File: config.mk
export PLATFORM = sky130hd
export DESIGN_NAME = rrba_ram
export DESIGN_NICKNAME = d
export VERILOG_FILES = /design/src/sv/rrba_ram.sv
export SDC_FILE = /design/constraint.sdc
export NUM_CORES = 1
export LEC_CHECK = 0
export ABC_AREA = 1
export BUFFER_PORTS_ARGS = -buffer_cell sky130_fd_sc_hd__buf_2
export CORE_MARGIN = 2
export CORE_UTILIZATION = 25
export CTS_BUF_LIST = sky130_fd_sc_hd__clkbuf_8
export DETAILED_ROUTE_END_ITERATION = 10
export HOLD_SLACK_MARGIN = 0.06
export PLACE_DENSITY = 0.45
export SLEW_MARGIN = 10
export SYNTH_ARGS = -nofsm -noshare
export SYNTH_HDL_FRONTEND = slang
export SYNTH_SLANG_ARGS = --single-unit
export TNS_END_PERCENT = 20
File: constraint.sdc
create_clock -name clock -period 1.2 [get_ports clock]
set_clock_uncertainty 0.2 [all_clocks]
set_input_delay 0.06 -clock clock [delete_from_list [all_inputs] [get_ports clock]]
set_output_delay 0.06 -clock clock [all_outputs]
set_load 0.03 [all_outputs]
File: src/sv/rrba_ram.sv
// ----------------------------------------------------------------------------
// rrba_ram
// Generic single-write, single-read RAM with registered read data.
// ----------------------------------------------------------------------------
module rrba_ram #(
   parameter int WIDTH = 8,
   parameter int DEPTH = 16
) (
   input  logic                     clock,
   input  logic                     we,
   input  logic [$clog2(DEPTH)-1:0] waddr,
   input  logic [WIDTH-1:0]         wdata,
   input  logic                     re,
   input  logic [$clog2(DEPTH)-1:0] raddr,
   output logic [WIDTH-1:0]         rdata
);

   logic [WIDTH-1:0] mem_ff [DEPTH];
   logic [WIDTH-1:0] rdata_ff;

   // write port
   always_ff @(posedge clock) begin
      if (we) begin
         mem_ff[waddr] <= wdata;
      end
   end

   // read port, data holds while not enabled
   always_ff @(posedge clock) begin
      if (re) begin
         rdata_ff <= mem_ff[raddr];
      end
   end

   assign rdata = rdata_ff;

endmodule

==> After elaboration in Yosys (flattened, before gate mapping) <==
Memories as Yosys holds them, arrays and structs flattened. A register that Yosys moved wholly into a read port is not among the register bits.
Cells that the tools add are included.
{ "classes": {"n_mux": 2} }
{ "op_table": {"columns": ["cell", "count"], "rows": [
  ["1-bit 2-to-1 mux", 2]
]} }
{ "word_totals": {"regBits": 0, "inputBits": 19, "word_cells": 3, "ramBits": 128, "output_inout_bits": 8, "n_memories": 1} }
{ "memory_table": {"columns": ["name", "depth", "word_bits", "rd", "rd_clocked_by_memory_dff", "wr", "line_no", "source"], "rows": [
  ["mem_ff", 16, 8, 1, 1, 1, "18", "logic [WIDTH-1:0] mem_ff [DEPTH];"]
]} }

==> Depth between registers and ports, before layout <==
{ "depth": {"depth_word": 2, "depth_mapped": 8, "depth_no_buf": 7} }

==> Least setup slack after synthesis <==
No wires, ideal clock.
{ "synth_path": {"path_kind": "input -> register", "start": "input port waddr[3]", "end": "memory mem_ff[4][0], enable pin", "stages": 2, "slack_ns": -0.011, "n_path_buf": 0, "setup_ns": 0.370, "t_arrival_ns": 0.641, "required_time_ns": 0.630, "path_cell_list": "nand3b_1 -> nor2_1"} }
{ "synth_rtl": {"columns": ["item", "line_no", "source"], "rows": [
  ["from (decl)", "11", "input logic [$clog2(DEPTH)-1:0] waddr,"],
  ["to (decl)", "18", null]
]} }
No word-level cell before the write port.

==> results.cfg <==
[run_status]
run_status = complete, but fails checks
violations = negative setup slack

[final_layout]
insertedDiodeCount = 0
mostFrequentLayoutCell = nand2_1
final_cells = 941
drive_gt1_share_pct = 21.02
layout.nets = 635
areaGrowthSynthToFinish_pct = 23.39
mostFrequentLayoutCells = nand2_1, edfxtp_1, inv_1

[drt]
drc = 0
vias = 3830
first_iter_violations = 223
drtPass1Iterations = 4
routed_via_density = 4.070
wire_per_inst_um = 15.21
routed_wl_um = 14310
drtAntennaViolNets = 0

[floorplan]
die_x_um = 156.9
die_area_mm2 = 0.02463
core-area_mm2 = 0.02278
pin_count = 27
dieHeight_um = 156.9
start_util_pct = 25.67
rows = 55

[worst_setup_path]
crit_fanout = 1
worst_ep_arrival_time_ns = 1.29
cp-end-kind = register
criticalPathCategory = reg -> reg
cp.required_ns = 1.17
worst_setup_path_start_kind = register

[clock_tree]
cts.path.max_buffers = 2
cts_root_buf = clkbuf_8
cts_buffers = 17
clkTransAtPathRegs_ns = 0.07
htree_levels = 4
cts_tree = built
clk_latency_ns = 0.43
cts_hold_buf = 12
clock_sinks = 136

[yosys]
ys_ff_latch = 136
seq_area_frac_synth_pct = 69.85
synth_top_area_share_pct = 69.85
synth_cell_type_count = 11
synth_cells = 551
synth_nets = 570
syn_area_per_cell_um2 = 10.61
yosys_warnings = 0
synthesis.area_mm2 = 0.005847
synth_area_leaders = edfxtp_1, nand2_1, nand3_1
yosys.area.top_type = edfxtp_1

[pwr]
power.share.sequential_pct = 58.1
p_leak_nw = 3.034
power.density_mw_per_mm2 = 1283
switchingPower_mw = 2.256
switching_share_pct = 24.36
ir_worst_vdd_v = 0.0004505
intPower_mw = 7.003
clkPwrFrac_pct = 32.5
combPwrFrac_pct = 9.4

[timing]
slew_headroom_pct = 72.01
rsz0062_at_grt = yes
timing.hold.ws_ns = 0.02091
fmax_mhz = 760.6
worst_pin_slew_ns = 0.4198
fin_crit_sh_pct = 109.6
slew_violations = 0
layout_min_cycle_time_ns = 1.315
finalHoldViolCount = 0
fin_ws_ns = -0.1147
finalSetupViolCount = 16

[worst_hold_path]
hp-class = in -> reg

[global_route]
antenna_found_initial = 0
grt_pass1_wl_um = 21910
grt_pass1_vias = 3776
grt_max_degree = 33
overflow = 0
grt_use_total_pct = 12.31

[placement]
place_congestion = 0.7979
placed_cells = 898
port_buffers = 26
dp.final_hpwl_um = 9345

[run]
cap_violations = 0
## synthesized netlist by cell type
cell type	instances
buf_4	4
nand3b_1	2
buf_2	13
buf_6	6
inv_2	2
nand3_1	97
edfxtp_1	136
nor2_1	17
inv_1	100
nand2_1	173
buf_1	1
## cell families after synthesis
logic type             share of synthesized area (%)
buffers and inverters                          9.394
and+or+nand+nor                                20.76
DFF                                            69.85
## worst paths after layout
| path | startpoint | end | slack, ns | depth (start not counted) |
|---|---|---|---|---|
| worst max register to register | mem_ff[1][4] | rdata[4] | -0.11 | 6 |
| worst max-delay path | mem_ff[1][4] | rdata[4] | -0.11 | 6 |
| worst min register to register | mem_ff[6][2] | rdata[2] | 0.56 | 6 |
| worst min-delay path | waddr[1] | mem_ff[3][4] | 0.02 | 4 |
## registers in the layout, summed over array words and instances, names as in the netlist
register	flops
rdata	8
mem_ff	128
## critical path, cell delays in order (launching register included)
cell	delay (ns)
edfxtp_1	0.36
inv_1	0.06
nand2_1	0.05
nand3_1	0.10
nand3_2	0.11
nand3_2	0.10
nand2_2	0.07
## stage by stage
stage	setup WS [ns]	cell area, um^2	utilization (%)	setup TNS (ns)	total power [mW]
after global routing	-0.1822	7214	31.67	-1.867	9.667
final	-0.1147	7214	31.67	-0.8414	9.259
after detailed placement	-0.3202	6518	28.61	-6.384	6.242
after CTS	-0.1046	7156	31.41	-1.252	9.366
after global placement	-0.3026	6518	28.61	-5.640	6.236
after floorplan	-0.01084	5847	-	-0.6940	5.897
## power by group through the flow
| stage | clock network (mW) | logic (mW) | registers, mW |
|---|---|---|---|
| 2_1_floorplan | 0 | 0.375 | 5.52 |
| 4_1_cts | 3.12 | 0.870 | 5.38 |
| 3_3_place_gp | 0 | 0.759 | 5.48 |
| 6_report | 3.01 | 0.871 | 5.38 |
| 5_1_grt | 3.32 | 0.960 | 5.38 |
| 3_5_place_dp | 0 | 0.763 | 5.48 |
## metal layers
layer | share of wire (%) | global-route usage [%]
met4 | 1.3 | 5.111
met5 | 0 | 0
met2 | 46 | 19.07
met1 | 50 | 16.83
met3 | 2.3 | 2.506
## cell type report
class / instances / area [um^2]
tap: 313 / 391.6
inverter: 102 / 382.9
sequential: 136 / 4084
clock buffer: 17 / 234.0
multi-input combinational: 289 / 1424
fill: 2344 / 15560
timing repair buffer: 70 / 626.9
clock inverter: 14 / 71.32
## repair_timing
item / in CTS / in global routing
endpoints found under the hold margin: 179 / 40
endpoints found under the setup margin: 16 / 56
gates resized for setup: 50 / 15
setup buffers: 0 / 0
pin swaps: 16 / 13
No activity file was read; power rests on OpenSTA's default activity.
