`src/sv/rrba_pkg.sv`:
```
// ----------------------------------------------------------------------------
// rrba_pkg
// Shared types and constants of the rover ring block allocator.
// ----------------------------------------------------------------------------
package rrba_pkg;

   localparam int ARENA_BYTES  = 262144;
   localparam int HEADER_BYTES = 64;
   localparam int MAX_BLOCKS   = 63;
   localparam int SPLIT_MIN    = 256;

   localparam int ADDR_W = 6;
   localparam int NEXT_W = 7;
   localparam logic [NEXT_W-1:0] NO_BLOCK = 7'd127;

   // descriptor as stored in the descriptor memory
   typedef struct packed {
      logic [17:0]       start;
      logic [18:0]       size;
      logic [15:0]       owner;
      logic              owned;
      logic [NEXT_W-1:0] next;
   } desc_type;

   localparam int DESC_W = $bits(desc_type);

   typedef enum logic [1:0] {
      KIND_ALLOC = 2'd0,
      KIND_FLUSH = 2'd1,
      KIND_FRAME = 2'd2,
      KIND_NONE  = 2'd3
   } kind_type;

   typedef enum logic [1:0] {
      RK_EVICT  = 2'd0,
      RK_ALLOC  = 2'd1,
      RK_REJECT = 2'd2,
      RK_FLUSH  = 2'd3
   } rkind_type;

   typedef enum logic [1:0] {
      ERR_NONE  = 2'd0,
      ERR_WIDTH = 2'd1,
      ERR_SIZE  = 2'd2,
      ERR_ROOM  = 2'd3
   } err_type;

   typedef enum logic [3:0] {
      ST_IDLE, ST_CHECK, ST_REJECT, ST_ROVER, ST_HEAD, ST_EVICT, ST_MERGE,
      ST_NX, ST_FAIL, ST_FINISH, ST_WB, ST_POS, ST_DONE, ST_FLUSH,
      ST_FLUSH_END, ST_FRAME
   } state_type;

   // one result transaction
   typedef struct packed {
      logic [1:0]  result_kind;
      logic [15:0] owner_out;
      logic [17:0] block_offset;
      logic [18:0] block_bytes;
      logic [16:0] row_count;
      logic        thrash;
      logic [1:0]  error_code;
      logic        last;
   } rsp_type;

   // divider control and status
   typedef struct packed {
      logic        start;
      logic [16:0] dividend;
      logic [8:0]  divisor;
   } div_req_type;

   typedef struct packed {
      logic        done;
      logic [16:0] quotient;
   } div_rsp_type;

endpackage

```
`src/sv/rrba_div.sv`:
```
// ----------------------------------------------------------------------------
// rrba_div
// Restoring divider, one quotient bit per cycle; divisor zero gives zero.
// ----------------------------------------------------------------------------
module rrba_div (
   input  logic                 clock,
   input  logic                 reset,
   input  rrba_pkg::div_req_type div_req,
   output rrba_pkg::div_rsp_type div_rsp
);

   logic [16:0] quo_ff, quo_in;
   logic [9:0]  rem_ff, rem_in;
   logic [8:0]  dvs_ff, dvs_in;
   logic [4:0]  cnt_ff, cnt_in;
   logic        busy_ff, busy_in;
   logic        done_ff, done_in;
   logic [10:0] trial;

   // one step of shift and subtract
   always_comb begin
      quo_in  = quo_ff;
      rem_in  = rem_ff;
      dvs_in  = dvs_ff;
      cnt_in  = cnt_ff;
      busy_in = busy_ff;
      done_in = done_ff;
      trial   = {rem_ff, quo_ff[16]} - {2'b00, dvs_ff};
      if (div_req.start) begin
         quo_in  = div_req.dividend;
         rem_in  = '0;
         dvs_in  = div_req.divisor;
         cnt_in  = 5'd17;
         busy_in = (div_req.divisor != '0);
         done_in = 1'b0;
         if (div_req.divisor == '0) begin
            quo_in  = '0;
            done_in = 1'b1;
         end
      end else if (busy_ff) begin
         if (!trial[10]) begin
            rem_in = trial[9:0];
            quo_in = {quo_ff[15:0], 1'b1};
         end else begin
            rem_in = {rem_ff[8:0], quo_ff[16]};
            quo_in = {quo_ff[15:0], 1'b0};
         end
         cnt_in = cnt_ff - 5'd1;
         if (cnt_ff == 5'd1) begin
            busy_in = 1'b0;
            done_in = 1'b1;
         end
      end
   end

   always_ff @(posedge clock) begin
      if (reset) begin
         busy_ff <= 1'b0;
         done_ff <= 1'b0;
         cnt_ff  <= '0;
      end else begin
         busy_ff <= busy_in;
         done_ff <= done_in;
         cnt_ff  <= cnt_in;
      end
      quo_ff <= quo_in;
      rem_ff <= rem_in;
      dvs_ff <= dvs_in;
   end

   assign div_rsp.done     = done_ff;
   assign div_rsp.quotient = quo_ff;

endmodule

```
`config.mk`:
```
export PLATFORM = sky130hd
export DESIGN_NAME = rrba_div
export DESIGN_NICKNAME = d
export VERILOG_FILES = /design/src/sv/rrba_pkg.sv /design/src/sv/rrba_div.sv
export SDC_FILE = /design/constraint.sdc
export NUM_CORES = 1
export LEC_CHECK = 0
export BUFFER_PORTS_ARGS = -buffer_cell sky130_fd_sc_hd__buf_2
export CAP_MARGIN = 10
export CORE_ASPECT_RATIO = 1.25
export CORE_UTILIZATION = 45
export DETAILED_ROUTE_END_ITERATION = 8
export PLACE_DENSITY = 0.74
export SYNTH_ARGS = -nofsm -noshare
export SYNTH_HDL_FRONTEND = slang
export SYNTH_SLANG_ARGS = --single-unit
```
`constraint.sdc`:
```
create_clock -name clock -period 3.3 [get_ports clock]
set_input_delay 0.165 -clock clock [delete_from_list [all_inputs] [get_ports clock]]
set_output_delay 0.165 -clock clock [all_outputs]
set_load 0.1 [all_outputs]
```
== Word level (Yosys, flattened, before mapping) ==
Index checks and enable logic that the tools add are counted.
W data, S select, Z words.
Word-level totals
  bits in registers: 43
  latch bits: 0
  bits in writable memories: 0
  bits in read-only memories: 0
  memories kept: 0
Operators by class
  add/sub/neg operators: 2
  multipliers: 0
  div/mod/pow operators: 0
  magnitude comparators: 0
  equal/unequal tests: 1
  shift operators: 0
  multiplexer cells: 14
  bitwise operators: 0
  reduce and logical (&&, ||, !) cells: 6
Operator list (count)
  $mux W17: 3
  $sub A11 B9 Y11: 1
  $mux W10: 1
  $mux W5: 2
  $logic_not A9 Y1: 1
  $reduce_bool A9 Y1: 1
  $mux W1: 8
  $eq A5 B1 Y1 const B: 1
  $sub A5 B1 Y5 const B: 1
  $reduce_bool A2 Y1: 2
  $reduce_and A2 Y1: 1
  $reduce_or A2 Y1: 1

== Depth between registers and ports, before layout ==
Gate-level depths: netlist of the first run.
  depth after elaboration: 4
  mapped depth: 10
  mapped depth without buffers: 10

== Worst setup path before layout of the first run ==
No wires, ideal clock.
  path type: register to register
  start point: reg quo_ff[16]
  end point: reg rem_ff[0]
  setup time: 122 ps
  arrival time: 3105 ps
  required time: 3178 ps
  setup slack: 73 ps
  stages on the path, launching flop included: 11
  buffers on the path: 0
  period minus slack after synthesis: 3227 ps
  path through: edfxtp_1 inv_1 ha_1 inv_1 fa_1 a211oi_2 o21ai_2 a2111oi_4 xnor2_1 nor4_1 a311o_1
Between the ends
  word-level cells in the longest chain between the ends: 2
RTL lines
  from (decl): line rrba_div.sv:12  | logic [16:0] quo_ff, quo_in;
  from (signal assigned): line rrba_div.sv:66  | quo_ff <= quo_in;
  $sub A11 B9 Y11: line rrba_div.sv:28  | trial = {rem_ff, quo_ff[16]} - {2'b00, dvs_ff};
  $mux W10 (*): line rrba_div.sv:41  | if (!trial[10]) begin
  to (signal assigned): line rrba_div.sv:67  | rem_ff <= rem_in;
  to (decl): line rrba_div.sv:13  | logic [9:0] rem_ff, rem_in;
Every way passes the cells marked *; elsewhere a longest branch is shown, timed or not.
A chain may end at the register's enable or synchronous reset.

== Worst setup path after layout of the first run ==
Ends and elaborated chain as after synthesis.

==> results.md, run 1 <==
* Result of the run: finished clean
* CP Data Arrival Time at roughly 3.1 ns
* Clock tree buffer depth at 2
* Mux contribution to synthesized area at less than 1%
* Detail Placement HPWL at roughly 3200 um
* Post-CTS sizing at 0
* Share of the synthesized area in the top cell type at between 30% and 40%
* Reg2reg path depth at 10
* Total global routing overflow at 0
* TritonRoute pass-1 iters at 4
* First-pass GRT wire length at roughly 7500 um
* Worst reg-to-reg setup slack at approximately 0.40 ns
* Relative slew slack at around 53%
* Largest family of logic cells by synthesized area: compound AO/OA/AOI/OAI gates
* Switching Share at approximately 38%
* Syn avg cell area at 10.9 um^2
* 1st-iter DRT viols at between 40 and 50
* Worst Setup End Kind: flop
* Worst slew pin tran at 0.707 ns
* Simple-gate share of the synthesized area at between 10% and 20%
* Setup violators final at 0
* Area of the die at 0.00516 mm^2
* Post-CTS setup buffer count at 0
* PD cells at ~570 mW/mm^2
* DIE WIDTH at ~64 um
* Final WL at around 4400 um
* Total power at 0.00147 W
* CTS tree: done
* Leading register cell type out of synthesis: edfxtp_1
* Nets at around 290
* CTS HTree Levels at 2
* Initial antenna violation count at 0
* WL/cell at ~14 um
* Post-CTS Hold Buffers at 0
* Pint at a little over 0.0009 W
* RSZ-0062 raised after global routing: false
* Max Cap Viol at 0
* Reg clk slew, reported paths at approximately 0.090 ns
* Placement Rows at 28
* EDFF count, synth at 26
* Layout area overhead at 17.1%
* Post-Synth XOR/XNOR Area at around 4.7%
* Vias in the first global route at 1665
* Antenna viol nets, final at 0
* Hold path start: div_req[2]
* Synth unique cells at 40
* N_diodes at 0
* Critical path required time at about 3.5 ns
* FF-to-FF End: rem_ff[0]
* Part of the power in registers at about 45%
* Post-Syn Instances at ~200
* Final Wtd Congestion at ~0.83
* Core area at 0.00469 mm^2
* Asr flop ratio synth at 0%
* Worst Path Max Fanout at 8
* Tightest Hold Check Type: input pin to flop
* Post-route setup TNS at 0 ns
* Ratio of cells with drive above 1 in the final layout at between 20% and 30%
* Final hold violations at 0
* Starting Density at 46.7%
* Drc violations at 0
* Achievable Freq at between 300 and 400 MHz
* #FFs+latches synth at between 40 and 50
* Largest net degree at the start of global routing at 26
* Num CTS Buffers at 5
* Cell Area, Synth at about 0.0022 mm^2
* RR Startpoint: quo_ff[16]
* Comb power frac at 31.1%
* Vias per inst at about 5.4
* Depth of the worst hold-timing path at 1
* Setup CP Type: flop to flop
* Die Ht at 80.1 um
* Clock Latency Late Sink at ~0.30 ns
* Compound-Gate Fraction of Synth Area at between 20% and 30%
* Clock root buffer: clkbuf_8
* GRT Overall Usage at 19.3%
* Slew Viols, Final at 0
* Leak Pwr at between 1 and 1.5 nW
* Yosys warning count at 0
* I/O pin count at 47
* Post-synth top cells: edfxtp_1, dfxtp_1, a22o_1, inv_1, nand2_1
* Synth area leaders: edfxtp_1, dfxtp_1, a22o_1, ha_1, xnor2_1
* Clock Sinks at between 40 and 50
* Syn Nets at about 240
* Post-route clock period utilization at around 88%
* Most frequent cell after synthesis: edfxtp_1
* Sw power at about 0.00056 W
* Hold worst-path end: dvs_ff[2]
* Adder-Cell Fraction of Synth Area at ~7.2%
* Vias at roughly 1700
* Clock skew at ~0.0065 ns
* Port bufs at between 40 and 50
* Flip-flop and latch area at ~0.0011 mm^2
* Sequential share of the synthesized area at between 50% and 60%
* Final Critical Period at 2.90 ns
* Max IR drop VDD at 426 uV
* FILL cells at 429
* Worst Setup Start Kind: flop
* Area of the multi-input gates at approximately 970 um^2
* Cell type with the largest total area after synthesis: edfxtp_1
* Clk pwr share at 24.0%
[flip-flops by register name (all words and copies together), names as in the netlist]
name and cells:
busy_ff 1, cnt_ff 5, done_ff 1, dvs_ff 9, quo_ff 17, rem_ff 10
[cell usage in the layout (no fill, tap or decap), types with 2 or more instances in the layout]
master,count
clkbuf_8,5
buf_2,46
a31oi_1,2
a21oi_1,9
dfxtp_1,17
a311oi_1,5
xnor2_1,7
clkinvlp_4,2
nor4_1,4
nor2b_1,3
a22o_1,16
ha_1,11
a211oi_1,4
a21o_1,2
nand3b_1,2
nand2_1,16
nor3_1,6
buf_4,2
o211ai_1,4
mux2i_1,2
edfxtp_1,26
nor2_1,15
o21ai_0,5
xor2_1,3
nand3_1,2
inv_1,16
[per-layer routing]
| metal | vias up | GRT usage [%] | share of wire (%) |
|---|---|---|---|
| li1 | 840 | - | - |
| met1 | 777 | 22.8 | 43 |
| met2 | 53 | 33.1 | 51 |
| met3 | 9 | 4.40 | 4.2 |
| met4 | 0 | 8.44 | 2.1 |
| met5 | - | 0 | 0 |
[final cells by class]
| cell class | count | area share, % |
|---|---|---|
| clock buffers | 5 | 2.68 |
| inverters | 16 | 2.34 |
| repair buffers | 48 | 9.55 |
| clock inverters | 3 | 0.925 |
| flip-flops and latches | 43 | 43.6 |
| well taps | 60 | 2.92 |
| multi-input cells | 134 | 37.9 |
[critical path, stage by stage (launching register included)]
cell and delay (ns):
edfxtp_1 0.38, inv_1 0.09, ha_1 0.16, inv_1 0.05, fa_1 0.43, a211oi_2 0.27
o21ai_2 0.12, a2111oi_4 0.50, xnor2_1 0.37, nor4_1 0.09, a311o_1 0.33
[worst max path at each step]
stage                           from        end  slack, ns  depth (start not counted)
after floorplan           quo_ff[16]  rem_ff[0]       0.07                         10
after global placement    quo_ff[16]  rem_ff[0]       0.49                         10
after detailed placement  quo_ff[16]  rem_ff[0]       0.41                         10
after CTS                 quo_ff[16]  rem_ff[0]       0.39                         10
after global routing      quo_ff[16]  rem_ff[8]       0.12                         10
final                     quo_ff[16]  rem_ff[0]       0.40                         10
[power by group through the flow]
stage	sequential (W)	combinational (W)	clock [W]
global placement	0.000669	0.000450	0
finish	0.000659	0.000456	0.000352
detailed placement	0.000668	0.000456	0
global route	0.000665	0.000493	0.000381
floorplan	0.000822	0.000212	0
CTS	0.000658	0.000457	0.000360
[per-stage QoR]
step                hold WS, ns  std cells  area, um^2  utilization (%)  setup WS (ns)
floorplan                 0.234        202        2190                -         0.0735
global placement          0.359        301        2480             52.7          0.489
detailed placement        0.360        301        2480             52.7          0.407
CTS                      0.0429        309        2570             54.7          0.386
global route             0.0412        309        2570             54.7          0.117
finish                   0.0505        309        2570             54.7          0.401
[cells by family after synthesis]
logic type	after synthesis
xor+xnor	11
buf+inv	25
simple gates	51
mux	2
compound gates	58
fa+ha+maj	12
flops	43
Power figures use the tool's default switching activity.
==> run 2: changes to the inputs <==
- HOLD_SLACK_MARGIN: unset -> 0.06
==> run 2 against run 1 <==
  * First-iteration DRC count is 11% higher
  * Worst setup slack better by 0.0038 ns
  * Non-clock buffer count grew 9
  * Final cell count is 2.9% higher
  * Critical path depth is the same
  * Largest cell class unchanged
  * Flip-flop and latch count stayed put
  * Cell area is 3.5% higher
  * Highest routed layer unchanged
  * Worst hold slack improved by 0.055 ns
  * Via count up 0.77%
  * Routed wire length is 2.1% higher
==> results.md, run 2 (synthesized netlist as in run 1, its figures left out) <==
* Reg clk slew, reported paths at around 0.090 ns
* Slew Viols, Final at 0
* FILL cells at 418
* Setup CP Type: flop to flop
* Worst Setup SP: quo_ff[16]
* Nets at between 200 and 300
* Max IR drop VDD at 428 uV
* WL/cell at 14.1 um
* N_diodes at 0
* Worst Setup End Kind: flop
* Layout area overhead at 21.2%
* Largest reg by FF count: quo_ff
* Drc violations at 0
* CP max-delay cell: a2111oi_4
* Vias per inst at around 5.3
* Worst reg-to-reg setup slack at between 0.4 and 0.5 ns
* Final WL at 4490 um
* Tightest Hold Check Type: input pin to flop
* Final hold violations at 0
* Post-Layout Cell Count at 318
* Crit path cell chain: inv_1 -> ha_1 -> inv_1 -> fa_1 -> a211oi_2 -> o21ai_2 -> a2111oi_4 -> xnor2_1 -> nor4_1 -> a311o_1
* Largest register FFs at 17
* FF-to-FF End: rem_ff[0]
* Post-route clock period utilization at a little under 90%
* Area of the die at a little over 0.005 mm^2
* Worst Path Max Fanout at 8
* Relative slew slack at 53.2%
* Max Cap Viol at 0
* DIE WIDTH at about 64 um
* Dpl cell area at around 0.0025 mm^2
* Placement Rows at 28
* Design area at 0.00266 mm^2
* CTS HTree Levels at 2
* Inst Count DP at approximately 300
* GRT Overall Usage at 19.5%
* Result of the run: finished clean
* Clock Latency Late Sink at ~0.3 ns
* Leak Pwr at approximately 1.1 nW
* Final Wtd Congestion at just over 0.8
* CP delay by family, top: compound AO/OA/AOI/OAI gates
* Critical path depth at 10
* Buf/Inv on CP at 2
* Final Critical Period at approximately 2.9 ns
* Worst slew pin tran at 0.701 ns
* Total global routing overflow at 0
* Die Ht at 80.1 um
* Top cell by count, worst path: inv_1
* Clock root buffer: clkbuf_8
* Ratio of cells with drive above 1 in the final layout at between 20% and 30%
* Crit path capture: rem_ff[0]
* Post-CTS Hold Buffers at 9
* I/O pin count at 47
* Achievable Freq at about 350 MHz
* TritonRoute pass-1 iters at 4
* Initial antenna violation count at 0
* Vias in the first global route at around 1700
* RR Startpoint: quo_ff[16]
* Num CTS Buffers at 5
* Post-route setup TNS at 0 ns
* Largest registers: quo_ff: 17 flops, rem_ff: 10 flops, dvs_ff: 9 flops
* First-pass GRT wire length at 7620 um
* Antenna viol nets, final at 0
* Vias at approximately 1700
* Clock skew at roughly 0.0074 ns
* Largest net degree at the start of global routing at 26
* CTS tree: done
* Clock tree buffer depth at 2
* Worst Setup Start Kind: flop
* Post-CTS setup buffer count at 0
* CP Data Arrival Time at slightly above 3 ns
* Setup violators final at 0
* Starting Density at about 47%
* PD cells at 555 mW/mm^2
* Detail Placement HPWL at approximately 3200 um
* Critical path required time at around 3.5 ns
* Clock Sinks at 43
* 1st-iter DRT viols at 49
* Reg2reg path depth at 10
* Core area at about 0.0047 mm^2
* Most frequent cells in the layout: buf_2, edfxtp_1, dfxtp_1
* Post-CTS sizing at 0
* RSZ-0062 raised after global routing: false
* Port bufs at 46
* CP max stage delay at 0.50 ns
* Most common cell after layout, fill and taps aside: buf_2
run 2: stage by stage:
step | setup slack, ns | power [W] | hold slack (ns) | util (%)
2_1_floorplan | 0.0735 | 0.00103 | 0.234 | -
6_report | 0.405 | 0.00147 | 0.105 | 56.6
4_1_cts | 0.386 | 0.00148 | 0.109 | 56.6
3_5_place_dp | 0.407 | 0.00112 | 0.360 | 52.7
5_1_grt | 0.117 | 0.00155 | 0.114 | 56.6
3_3_place_gp | 0.489 | 0.00112 | 0.359 | 52.7
run 2: worst min path at each step:
stage                           from  slack (ns)  cells past startpoint         to
after floorplan                reset        0.23                      1  cnt_ff[0]
after global placement    div_req[6]        0.36                      1  dvs_ff[6]
after detailed placement  div_req[2]        0.36                      1  dvs_ff[2]
after CTS                      reset        0.11                      2  cnt_ff[4]
after global routing           reset        0.11                      2  cnt_ff[4]
final                          reset        0.11                      2  cnt_ff[4]
run 2: metal layers:
metal  up-vias  wire length, um  global-route usage [%]
li1        858                -                       -
met1       781             1940                    22.8
met2        44             2300                    34.0
met3         9              160                    4.40
met4         0               93                    8.44
met5         -                0                       0
run 2: worst register-to-register path, stage by stage (launching register included):
cell,delay (ns)
edfxtp_1,0.38
inv_1,0.09
ha_1,0.16
inv_1,0.05
fa_1,0.43
a211oi_2,0.27
o21ai_2,0.12
a2111oi_4,0.50
xnor2_1,0.37
nor4_1,0.09
a311o_1,0.33
run 2: cell type report:
cell class,count,area [um^2],area share [%]
clock inverter,3,23.8,0.894
tap,60,75.1,2.82
multi-input combinational,134,975,36.7
timing repair buffer,57,335,12.6
sequential,43,1120,42.2
clock buffer,5,68.8,2.59
inverter,16,60.1,2.26
run 2: power breakdown:
group	switching, W	total [W]	internal (W)
sequential	0.0000335	0.000658	0.000625
clock	0.000201	0.000352	0.000152
combinational	0.000323	0.000464	0.000141
total	0.000557	0.00147	0.000917
